## src/rtl/core/itrd_pkg.sv

```systemverilog
package itrd_pkg;

    // Field widths of the input and result items.
    localparam int VALUE_BITS  = 32;
    localparam int RADIX_BITS  = 6;
    localparam int CHAR_BITS   = 7;
    localparam int STATUS_BITS = 2;

    // Digit buffer depth and derived widths.
    localparam int MAX_DIGITS  = 31;
    localparam int QUOT_BITS   = VALUE_BITS - 1;
    localparam int DIGIT_BITS  = RADIX_BITS;
    localparam int IDX_BITS    = $clog2(MAX_DIGITS);
    localparam int COUNT_BITS  = $clog2(MAX_DIGITS + 1);
    localparam int STEP_BITS   = $clog2(QUOT_BITS);

    // Stream data widths, padded to whole bytes.
    localparam int IN_DATA_BITS  = ((VALUE_BITS + RADIX_BITS + 7) / 8) * 8;
    localparam int OUT_DATA_BITS = ((CHAR_BITS + 7) / 8) * 8;

    // Accepted range of the base.
    localparam logic [RADIX_BITS-1:0] MIN_RADIX = RADIX_BITS'(2);
    localparam logic [RADIX_BITS-1:0] MAX_RADIX = RADIX_BITS'(36);

    // Character mapping.
    localparam logic [CHAR_BITS-1:0] CHAR_ZERO  = CHAR_BITS'(8'h30);
    localparam logic [CHAR_BITS-1:0] CHAR_A     = CHAR_BITS'(8'h61);
    localparam logic [CHAR_BITS-1:0] CHAR_NONE  = '0;
    localparam int                   DEC_DIGITS = 10;

    // Result status codes.
    localparam logic [STATUS_BITS-1:0] STATUS_OK       = STATUS_BITS'(0);
    localparam logic [STATUS_BITS-1:0] STATUS_BAD_BASE = STATUS_BITS'(1);
    localparam logic [STATUS_BITS-1:0] STATUS_NEGATIVE = STATUS_BITS'(2);

    // Request to the shared divider.
    typedef struct packed {
        logic                  start;
        logic [QUOT_BITS-1:0]  dividend;
        logic [DIGIT_BITS-1:0] divisor;
    } div_req_t;

    // Status and result of the shared divider.
    typedef struct packed {
        logic                  busy;
        logic                  done;
        logic [QUOT_BITS-1:0]  quotient;
        logic [DIGIT_BITS-1:0] remainder;
    } div_res_t;

    // Digits 0 to 9 become '0' to '9', digits 10 to 35 become 'a' to 'z'.
    function automatic logic [CHAR_BITS-1:0] digit_to_ascii(input logic [DIGIT_BITS-1:0] d);
        if (d < DIGIT_BITS'(DEC_DIGITS))
        begin
            return CHAR_ZERO + CHAR_BITS'(d);
        end
        return CHAR_A + CHAR_BITS'(d) - CHAR_BITS'(DEC_DIGITS);
    endfunction

endpackage

```

## src/rtl/core/itrd_divider.sv

```systemverilog
module itrd_divider (
    input  logic               clk,
    input  logic               rst_n,
    input  itrd_pkg::div_req_t req,
    output itrd_pkg::div_res_t res
);
    import itrd_pkg::*;

    logic [QUOT_BITS-1:0]  quot_reg;
    logic [DIGIT_BITS-1:0] rem_reg;
    logic [DIGIT_BITS-1:0] divisor_reg;
    logic [STEP_BITS-1:0]  step_reg;
    logic                  busy_reg;
    logic                  done_reg;

    logic [DIGIT_BITS:0]   trial;
    logic                  fits;
    logic [DIGIT_BITS-1:0] rem_step;

    // One restoring step: bring down the next dividend bit and try a subtract.
    always_comb
    begin
        trial    = {rem_reg, quot_reg[QUOT_BITS-1]};
        fits     = (trial >= {1'b0, divisor_reg});
        rem_step = fits ? DIGIT_BITS'(trial - {1'b0, divisor_reg})
                        : trial[DIGIT_BITS-1:0];
    end

    always_ff @(posedge clk or negedge rst_n)
    begin
        if (!rst_n)
        begin
            busy_reg <= 1'b0;
            done_reg <= 1'b0;
            step_reg <= '0;
        end
        else
        begin
            done_reg <= 1'b0;
            if (req.start)
            begin
                busy_reg <= 1'b1;
                step_reg <= STEP_BITS'(QUOT_BITS - 1);
            end
            else if (busy_reg)
            begin
                step_reg <= step_reg - STEP_BITS'(1);
                if (step_reg == '0)
                begin
                    busy_reg <= 1'b0;
                    done_reg <= 1'b1;
                end
            end
        end
    end

    always_ff @(posedge clk)
    begin
        if (req.start)
        begin
            quot_reg    <= req.dividend;
            rem_reg     <= '0;
            divisor_reg <= req.divisor;
        end
        else if (busy_reg)
        begin
            quot_reg <= {quot_reg[QUOT_BITS-2:0], fits};
            rem_reg  <= rem_step;
        end
    end

    assign res.busy      = busy_reg;
    assign res.done      = done_reg;
    assign res.quotient  = quot_reg;
    assign res.remainder = rem_reg;

endmodule

```

## src/rtl/core/integer_to_radix_digits_unit.sv

```systemverilog
// Channel   | Direction | Signals                          | Contents
// s_axis    | in        | tvalid, tready, tdata[39:0]      | value [31:0], radix [37:32]
// m_axis    | out       | tvalid, tready, tdata[7:0],      | digit_char [6:0];
//           |           | tuser[1:0], tlast                | tuser status, tlast last
//
// Each division by the base runs on the shared bit-serial divider, which
// produces its 31 quotient bits, one per cycle, and then hands the result back.
// A value with n digits takes n divisions, and each emitted digit passes through
// a buffer read state and an output state; base 2 gives at most 31 digits.
// Bad bases, negative values and zero give one result from a single-result state.
// The input is ready only when the sequencer is idle; it can take the next
// transaction while the final result still sits in the output register.
// Stalls on the output hold the sequencer. rst_n clears all control.
module integer_to_radix_digits_unit (
    input  logic                               clk,
    input  logic                               rst_n,
    input  logic                               s_axis_tvalid,
    output logic                               s_axis_tready,
    // value [31:0], radix [37:32], zero fill [39:38]
    input  logic [itrd_pkg::IN_DATA_BITS-1:0]  s_axis_tdata,
    output logic                               m_axis_tvalid,
    input  logic                               m_axis_tready,
    // digit_char [6:0], zero fill [7]
    output logic [itrd_pkg::OUT_DATA_BITS-1:0] m_axis_tdata,
    // status [1:0]
    output logic [itrd_pkg::STATUS_BITS-1:0]   m_axis_tuser,
    output logic                               m_axis_tlast
);
    import itrd_pkg::*;

    // Sequencer states.
    localparam logic [2:0] S_IDLE     = 3'd0;
    localparam logic [2:0] S_DIV      = 3'd1;
    localparam logic [2:0] S_EMIT_RD  = 3'd2;
    localparam logic [2:0] S_EMIT_OUT = 3'd3;
    localparam logic [2:0] S_SINGLE   = 3'd4;

    logic [2:0]             state_reg, state_next;
    logic [RADIX_BITS-1:0]  base_reg, base_next;
    logic [COUNT_BITS-1:0]  count_reg, count_next;
    logic [IDX_BITS-1:0]    rd_idx_reg, rd_idx_next;
    logic [CHAR_BITS-1:0]   single_char_reg, single_char_next;
    logic [STATUS_BITS-1:0] single_status_reg, single_status_next;

    logic                   out_valid_reg, out_valid_next;
    logic [CHAR_BITS-1:0]   out_char_reg, out_char_next;
    logic [STATUS_BITS-1:0] out_status_reg, out_status_next;
    logic                   out_last_reg, out_last_next;

    // Digit buffer, least significant digit at entry zero.
    logic [DIGIT_BITS-1:0]  store_mem [MAX_DIGITS];
    logic [DIGIT_BITS-1:0]  rd_data_reg;
    logic                   wr_en;

    logic [VALUE_BITS-1:0]  in_value;
    logic [RADIX_BITS-1:0]  in_radix;
    logic                   in_accept;
    logic                   out_free;
    logic [COUNT_BITS-1:0]  count_inc;

    div_req_t               div_req;
    div_res_t               div_res;

    itrd_divider u_divider (
        .clk   (clk),
        .rst_n (rst_n),
        .req   (div_req),
        .res   (div_res)
    );

    assign in_value      = s_axis_tdata[VALUE_BITS-1:0];
    assign in_radix      = s_axis_tdata[VALUE_BITS +: RADIX_BITS];
    assign s_axis_tready = (state_reg == S_IDLE);
    assign in_accept     = s_axis_tvalid && s_axis_tready;
    assign out_free      = !out_valid_reg || m_axis_tready;

    // Digits beyond the buffer depth are dropped, keeping the low-order ones.
    assign count_inc = (count_reg < COUNT_BITS'(MAX_DIGITS)) ? count_reg + COUNT_BITS'(1)
                                                             : count_reg;

    always_comb
    begin
        state_next         = state_reg;
        base_next          = base_reg;
        count_next         = count_reg;
        rd_idx_next        = rd_idx_reg;
        single_char_next   = single_char_reg;
        single_status_next = single_status_reg;
        out_valid_next     = out_valid_reg && !m_axis_tready;
        out_char_next      = out_char_reg;
        out_status_next    = out_status_reg;
        out_last_next      = out_last_reg;
        wr_en              = 1'b0;

        div_req.start      = 1'b0;
        div_req.dividend   = div_res.quotient;
        div_req.divisor    = base_reg;

        case (state_reg)
            S_IDLE:
            begin
                div_req.dividend = in_value[QUOT_BITS-1:0];
                div_req.divisor  = in_radix;
                if (in_accept)
                begin
                    base_next  = in_radix;
                    count_next = '0;
                    if (!(in_radix inside {[MIN_RADIX:MAX_RADIX]}))
                    begin
                        // The base check takes precedence over the sign.
                        single_char_next   = CHAR_NONE;
                        single_status_next = STATUS_BAD_BASE;
                        state_next         = S_SINGLE;
                    end
                    else if (in_value[VALUE_BITS-1])
                    begin
                        single_char_next   = CHAR_NONE;
                        single_status_next = STATUS_NEGATIVE;
                        state_next         = S_SINGLE;
                    end
                    else if (in_value == '0)
                    begin
                        single_char_next   = CHAR_ZERO;
                        single_status_next = STATUS_OK;
                        state_next         = S_SINGLE;
                    end
                    else
                    begin
                        div_req.start = 1'b1;
                        state_next    = S_DIV;
                    end
                end
            end

            S_DIV:
            begin
                if (div_res.done)
                begin
                    wr_en      = (count_reg < COUNT_BITS'(MAX_DIGITS));
                    count_next = count_inc;
                    if (div_res.quotient == '0)
                    begin
                        // Emission starts at the most significant digit.
                        rd_idx_next = IDX_BITS'(count_inc - COUNT_BITS'(1));
                        state_next  = S_EMIT_RD;
                    end
                    else
                    begin
                        div_req.start = 1'b1;
                    end
                end
            end

            S_EMIT_RD:
            begin
                state_next = S_EMIT_OUT;
            end

            S_EMIT_OUT:
            begin
                if (out_free)
                begin
                    out_valid_next  = 1'b1;
                    out_char_next   = digit_to_ascii(rd_data_reg);
                    out_status_next = STATUS_OK;
                    out_last_next   = (rd_idx_reg == '0);
                    if (rd_idx_reg == '0)
                    begin
                        state_next = S_IDLE;
                    end
                    else
                    begin
                        rd_idx_next = rd_idx_reg - IDX_BITS'(1);
                        state_next  = S_EMIT_RD;
                    end
                end
            end

            S_SINGLE:
            begin
                if (out_free)
                begin
                    out_valid_next  = 1'b1;
                    out_char_next   = single_char_reg;
                    out_status_next = single_status_reg;
                    out_last_next   = 1'b1;
                    state_next      = S_IDLE;
                end
            end

            default:
            begin
                state_next = S_IDLE;
            end
        endcase
    end

    always_ff @(posedge clk or negedge rst_n)
    begin
        if (!rst_n)
        begin
            state_reg     <= S_IDLE;
            count_reg     <= '0;
            out_valid_reg <= 1'b0;
        end
        else
        begin
            state_reg     <= state_next;
            count_reg     <= count_next;
            out_valid_reg <= out_valid_next;
        end
    end

    always_ff @(posedge clk)
    begin
        base_reg          <= base_next;
        rd_idx_reg        <= rd_idx_next;
        single_char_reg   <= single_char_next;
        single_status_reg <= single_status_next;
        out_char_reg      <= out_char_next;
        out_status_reg    <= out_status_next;
        out_last_reg      <= out_last_next;
    end

    // Digit buffer: one write port fed by the divider, one registered read port.
    always_ff @(posedge clk)
    begin
        if (wr_en)
        begin
            store_mem[count_reg[IDX_BITS-1:0]] <= div_res.remainder;
        end
        rd_data_reg <= store_mem[rd_idx_reg];
    end

    assign m_axis_tvalid = out_valid_reg;
    assign m_axis_tdata  = {{(OUT_DATA_BITS - CHAR_BITS){1'b0}}, out_char_reg};
    assign m_axis_tuser  = out_status_reg;
    assign m_axis_tlast  = out_last_reg;

    // The divider only runs while the sequencer waits on it.
    assert property (@(posedge clk) disable iff (!rst_n)
        (div_res.busy || div_res.done) |-> (state_reg == S_DIV))
    else $error("divider active outside the division state");

    // The digit count never runs past the buffer depth.
    assert property (@(posedge clk) disable iff (!rst_n)
        count_reg <= COUNT_BITS'(MAX_DIGITS))
    else $error("digit count exceeds buffer depth");

    // An error result carries no character and closes its input.
    assert property (@(posedge clk) disable iff (!rst_n)
        (m_axis_tvalid && (m_axis_tuser != STATUS_OK)) |->
            (m_axis_tlast && (m_axis_tdata == '0)))
    else $error("error result with a character or without last");

    // A new transaction is only taken while no division is in flight, and emission never follows it directly.
    assert property (@(posedge clk) disable iff (!rst_n)
        in_accept |=> (state_reg != S_EMIT_RD) && (state_reg != S_EMIT_OUT))
    else $error("emission started directly after an accepted transaction");

endmodule
```

## config.mk

```make
export PLATFORM = sky130hd
export DESIGN_NAME = integer_to_radix_digits_unit
export DESIGN_NICKNAME = d
export VERILOG_FILES = /design/src/rtl/core/itrd_pkg.sv /design/src/rtl/core/itrd_divider.sv /design/src/rtl/core/integer_to_radix_digits_unit.sv
export SDC_FILE = /design/constraint.sdc
export NUM_CORES = 1
export LEC_CHECK = 0
export ABC_AREA = 1
export BUFFER_PORTS_ARGS = -buffer_cell sky130_fd_sc_hd__buf_2
export CORE_ASPECT_RATIO = 0.9
export CORE_UTILIZATION = 40
export DETAILED_ROUTE_END_ITERATION = 8
export GPL_ROUTABILITY_DRIVEN = 0
export PLACE_DENSITY_LB_ADDON = 0.05
export SLEW_MARGIN = 20
export SYNTH_ARGS = -nofsm -noshare
export SYNTH_HDL_FRONTEND = slang
export SYNTH_SLANG_ARGS = --single-unit
```

## constraint.sdc

```tcl
create_clock -name clk -period 4.27 [get_ports clk]
set_input_delay 0.427 -clock clk [delete_from_list [all_inputs] [get_ports clk]]
set_output_delay 0.427 -clock clk [all_outputs]
set_load 0.005 [all_outputs]
```

### Word-level counts from Yosys, hierarchy flattened

Memory sizes are Yosys's and may differ from the RTL's. A register that Yosys moved wholly into a read port is not among the register bits.
Index checks and enable logic that the tools add are counted.
W data, S select, Z words.

* magnitude comparators: 5
* equality and inequality tests: 12
* reductions and logical operators: 24
* muxes and demuxes: 61
* bitwise operators: 1
* $add $sub $neg: 8

Operators by type and width (count)
* $mux W31: 2
* $mux W5: 9
* $mux W37: 1
* $logic_not A32 Y1: 1
* $logic_not A31 Y1: 1
* $mux W7: 4
* $mux W3: 8
* $mux W1: 23
* $pmux W5 S2: 2
* $pmux W3 S5: 1
* $sub A5 B1 Y5 const B: 3
* $pmux W7 S2: 1
* $mux W6: 2
* $logic_not A5 Y1: 2
* $mux W2: 5
* $ne A2 B2 Y1 const B: 5
* $reduce_and A5 Y1: 2
* $reduce_and A3 Y1: 3
* $reduce_bool A2 Y1: 4
* $add A6 B6 Y7 const A: 1
* $add A7 B6 Y7 const A: 1
* $ge A7 B6 Y1: 1
* $sub A7 B4 Y7 const B: 1
* $eq A3 B2 Y1 const B: 2
* other kinds (19): 26

* output and inout port bits: 13
* word-level logic and storage cells: 128
* flip-flop bits (word level): 84
* input bits: 44
* memories kept: 1
* bits in writable memories: 186

Memory list
* store_mem: words 31, bits a word 6, rd ports 1, clocked after Yosys merged registers in 1, write ports 1, RTL line integer_to_radix_digits_unit.sv:51 `logic [DIGIT_BITS-1:0] store_mem [MAX_DIGITS];`

### Logic depth before layout (Yosys ltp)

* depth after elaboration: 8
* mapped depth: 12
* mapped depth without buffers: 11

### By module

A second synthesis with hierarchy kept.

* cell total of the unflattened synthesis: 1262
* area total of the unflattened synthesis: 12658.4 um2

By module, submodules not included
* integer_to_radix_digits_unit: times used 1, area each 10186.0 um2, sequential area each 6651.4 um2, cells an instance 998
* itrd_divider: times used 1, area each 2472.4 um2, sequential area each 1406.3 um2, cells an instance 264

### Worst setup path before layout

OpenSTA, ideal clock, no wires.

* kind: register to register
* start: register u_divider.quot_reg[30]
* end: register u_divider.quot_reg[0] (enable)
* period minus slack after synthesis: 3.643 ns
* setup time: 0.462 ns
* setup slack: 0.627 ns
* required time: 3.808 ns
* cell stages (with the launch flop): 10
* arrival time: 3.181 ns
* path buffers: 0
* cell sequence: edfxtp_1 > nor2_1 > nand2_1 > nor2_1 > nand2_1 > inv_1 > nand2_1 > nand3_1 > nand2_2 > o21ai_0

* word-level cells in the longest chain between the ends: 6
* elaborated cells on any way between the ends: 7
* classes of those cells: 1 x eq/ne; 3 x mux; 3 x reduce/logical

RTL lines
* start, declared: RTL line itrd_divider.sv:9 `logic [QUOT_BITS-1:0] quot_reg;`
* start signal, assigned: RTL line itrd_divider.sv:61 `quot_reg <= req.dividend;`
* start signal, assigned: RTL line itrd_divider.sv:67 `quot_reg <= {quot_reg[QUOT_BITS-2:0], fits};`
* $logic_not A31 Y1 (*): RTL line integer_to_radix_digits_unit.sv:141 `if (div_res.quotient == '0)`
* $mux W1 (*): RTL line integer_to_radix_digits_unit.sv:141
* $mux W1 (*): RTL line integer_to_radix_digits_unit.sv:137 `if (div_res.done)`
* $pmux W1 S2 (*): RTL line integer_to_radix_digits_unit.sv:99 `case (state_reg)`
* $ne A2 B2 Y1 (no source line) or $reduce_bool A2 Y1 (tied branches)
* $reduce_and A2 Y1 (no source line) (*)

Mark *: on every way between the ends. The rest lies on a longest branch, timed or not.
A chain may end at the register's enable or synchronous reset.

### Final worst setup path

* start: register u_divider.quot_reg[30]
* end: register u_divider.quot_reg[20] (enable)

Same word-level chain as after synthesis.

==> run_results.csv <==
group,metric,value,unit
run_status,status,"finished clean",
place,pre_cts_slack,1610,ps
worst_setup_path,r2r-start,"u_divider.quot_reg[30]$_DFFE_PP_",
global_routing,antenna_found_initial,0,
timing,min_period,2450,ps
job,drv_cap,0,
clocking,cts_root_buf,"clkbuf_16",
worst_setup_path,cp_common_cell,"nand2_1",
layout,nets,1253,
floorplan,core,30000,um2
floorplan,fp.dieW,186,um
synth,synth_edf_count,247,
route,drc,0,
synth,yosys_warnings,0,
timing,worst_slew_pin_slew,1090,ps
place,dp_cells,1562,
synth,synth_ff_type,"edfxtp_1",
floorplan,rows,60,
clocking,cts_buffers,29,
min_path,hold_start,"s_axis_tdata[33]",
route,viasPerCell,5.10,
synth,ys_types,44,
worst_setup_path,start_kind,"flip-flop",
clocking,clock_latency,540,ps
worst_setup_path,crit_required,4450,ps
synth,post-synth-top-count-cell,"edfxtp_1",
power,vdd_drop_max,0.000320,V
layout,layout.cells.non_filler,1616,
route,wl,29500,um
route,vias,8249,
layout,largest_register_ffs,186,
power,power_density,634,nW/um2
synth,synthTopCellsByArea,"edfxtp_1 61%, nand2_1 7.0%, nor2_1 5.1%",
timing,grt_setup_unrepaired,"false",
synth,syn_avg_cell_area,10.7,um2
floorplan,start_util,40.8,%
layout,final_area,13800,um2
route,wl_per_cell,18.3,um
layout,drive_gt1_share,11.4,%
global_routing,grt_pass1_wl,46100,um
min_path,worst_hold_path_type,"in2reg",
timing,fin_tns_setup,0,ps
worst_setup_path,crit_slowest_cell,"edfxtp_1",
place,post-dp-hpwl,18800,um
timing,fin_crit_sh,57.4,%
clocking,cts_tree,"yes",
global_routing,grt_overflow,0,
global_routing,track_usage,19.0,%
timing,drv_slew,0,
layout,antenna_cells,0,
synth,ys_ff_latch,275,
timing,final-setup-viol-count,0,
timing,max_freq,0.408,GHz
synth,synth.top_cell.area_share,60.5,%
place,place_area,12900,um2
route,ant_nets,0,
synth,synthCells,1142,
timing,maxSlewHeadroom,27.1,%
synth,synth_top_area_cell,"edfxtp_1",
worst_setup_path,critPathMaxStageDelay,490,ps
layout,area_growth,13.0,%
timing,finalHoldViolations,0,
floorplan,die_area,31300,um2
timing,finClkSkew,11.5,ps
route,drt-initial-drc-count,566,
synth,ys_seq_area_share,65.8,%
layout,fin_util,46.1,%
clocking,cts.sinks,275,
worst_setup_path,end_kind,"flip-flop",
power,leakagePower,5.24,nW
worst_setup_path,path_cells,"nor2_1 -> nand2_1 -> nor2_1 -> nand2_1 -> inv_1 -> nand2_1 -> nand3_1 -> nand2_2 -> o21ai_2 -> buf_4",
clocking,cts-resized-gates,0,
worst_setup_path,critical_path_buf_inv_count,2,
worst_setup_path,crit_path_start,"u_divider.quot_reg[30]$_DFFE_PP_",
worst_setup_path,crit_family,"simple AND/OR/NAND/NOR gates",
floorplan,dieHeight,168,um
floorplan,ios,57,
clocking,clk_pin_slew,60,ps
worst_setup_path,criticalPathCategory,"reg2reg",
global_routing,grt_max_degree,57,
synth,synth_fp_nets,1204,
worst_setup_path,worst-path-max-fanout,31,
place,port-buffer-count,53,
global_routing,grt_pass1_vias,7828,
route,drtPass1Iterations,5,
clocking,cts.path.max_buffers,3,
timing,fin_ws,1820,ps
worst_setup_path,critPathArrivalTime,2630,ps
synth,synth-async-reset-ratio,5.82,%
synth,netlist_area,12300,um2
synth,synth_top_cells_by_count,"247 x edfxtp_1, 230 x nand2_1, 165 x nor2_1, 103 x nand3_1, 96 x o21ai_0",
clocking,htreeDepth,1,
==> per-stage QoR <==
stage                     hold slack (ps)  total power, mW
after floorplan                       131             5.54
after global placement                375             6.40
after detailed placement              372             6.41
after CTS                            67.0             8.87
after global routing                 74.9             9.33
final                                90.7             8.77
==> routing by layer <==
metal  global-route usage (%)  vias up  share of wire [%]
li1                         -     4080                  -
met1                     29.9     3975                 52
met2                     27.9      159                 42
met3                     2.61       35                4.2
met4                     3.60        0                1.6
met5                        0        -                  0
==> report_power, final <==
| group | internal, mW | leakage (nW) | switching [mW] |
|---|---|---|---|
| sequential | 3.69 | 2.59 | 0.211 |
| combinational | 0.727 | 2.21 | 1.69 |
| clock | 1.46 | 0.448 | 0.992 |
| total | 5.87 | 5.24 | 2.89 |
==> cell usage in the layout, fill, tap and decap left out, types with 3 or more instances in the layout <==
cell type  count
inv_2          7
ha_1          17
nor3_1         6
a21oi_1       26
o211ai_1       8
o221ai_1      14
xor2_1         3
o21ai_1        3
nor2_4         4
dfrtp_1       16
o21ai_0       95
nand2_2        3
nand3_1      103
inv_1         63
clkbuf_1      14
nor2_1       165
nand2_4        4
clkbuf_8       5
buf_2         53
o22ai_1       14
clkbuf_16     29
nand3_2        3
nand2_1      230
edfxtp_1     247
a31oi_1        3
nand4_1       15
xnor2_1        6
buf_4         14
o21ai_2        5
dfxtp_1       12
==> cell families (layout without fill, tap and decap cells) <==
family          Yosys count  count (layout)  share of synthesized area (%)
other cells               1               1                         0.0306
simple gates            541             541                           19.1
flops                   275             275                           65.8
fa+ha+maj                18              18                           1.90
compound gates          175             175                           8.23
xor+xnor                  9               9                          0.643
buf+inv                 123             194                           4.32
==> worst paths after layout <==
check | slack, ps | endpoint | cells after the start
hold / removal | 90 | base_reg[1]$_DFFE_PP_ | 1
setup reg to reg | 1820 | u_divider.quot_reg[20]$_DFFE_PP_ | 10
hold reg to reg | 510 | u_divider.divisor_reg[0]$_DFFE_PP_ | 2
setup / recovery | 1820 | u_divider.quot_reg[20]$_DFFE_PP_ | 10
min in group asynchronous | 360 | state_reg[0]$_DFFE_PN0P_ | 2
max in group asynchronous | 3630 | count_reg[3]$_DFFE_PN0P_ | 2
==> what timing repair did <==
action                                 CTS  global route
buffers inserted                         0             0
endpoints found under the hold margin   16             0
hold buffers                             1             0
==> final cells by class <==
cell class / count / area, um2
fillers: 2845 / 16200
inverters: 71 / 267
flip-flops and latches: 275 / 8060
multi-input cells: 744 / 3670
well taps: 403 / 504
clock buffers: 48 / 847
clock inverters: 5 / 73.8
repair buffers: 70 / 420
No activity file was read; power rests on OpenSTA's default activity.
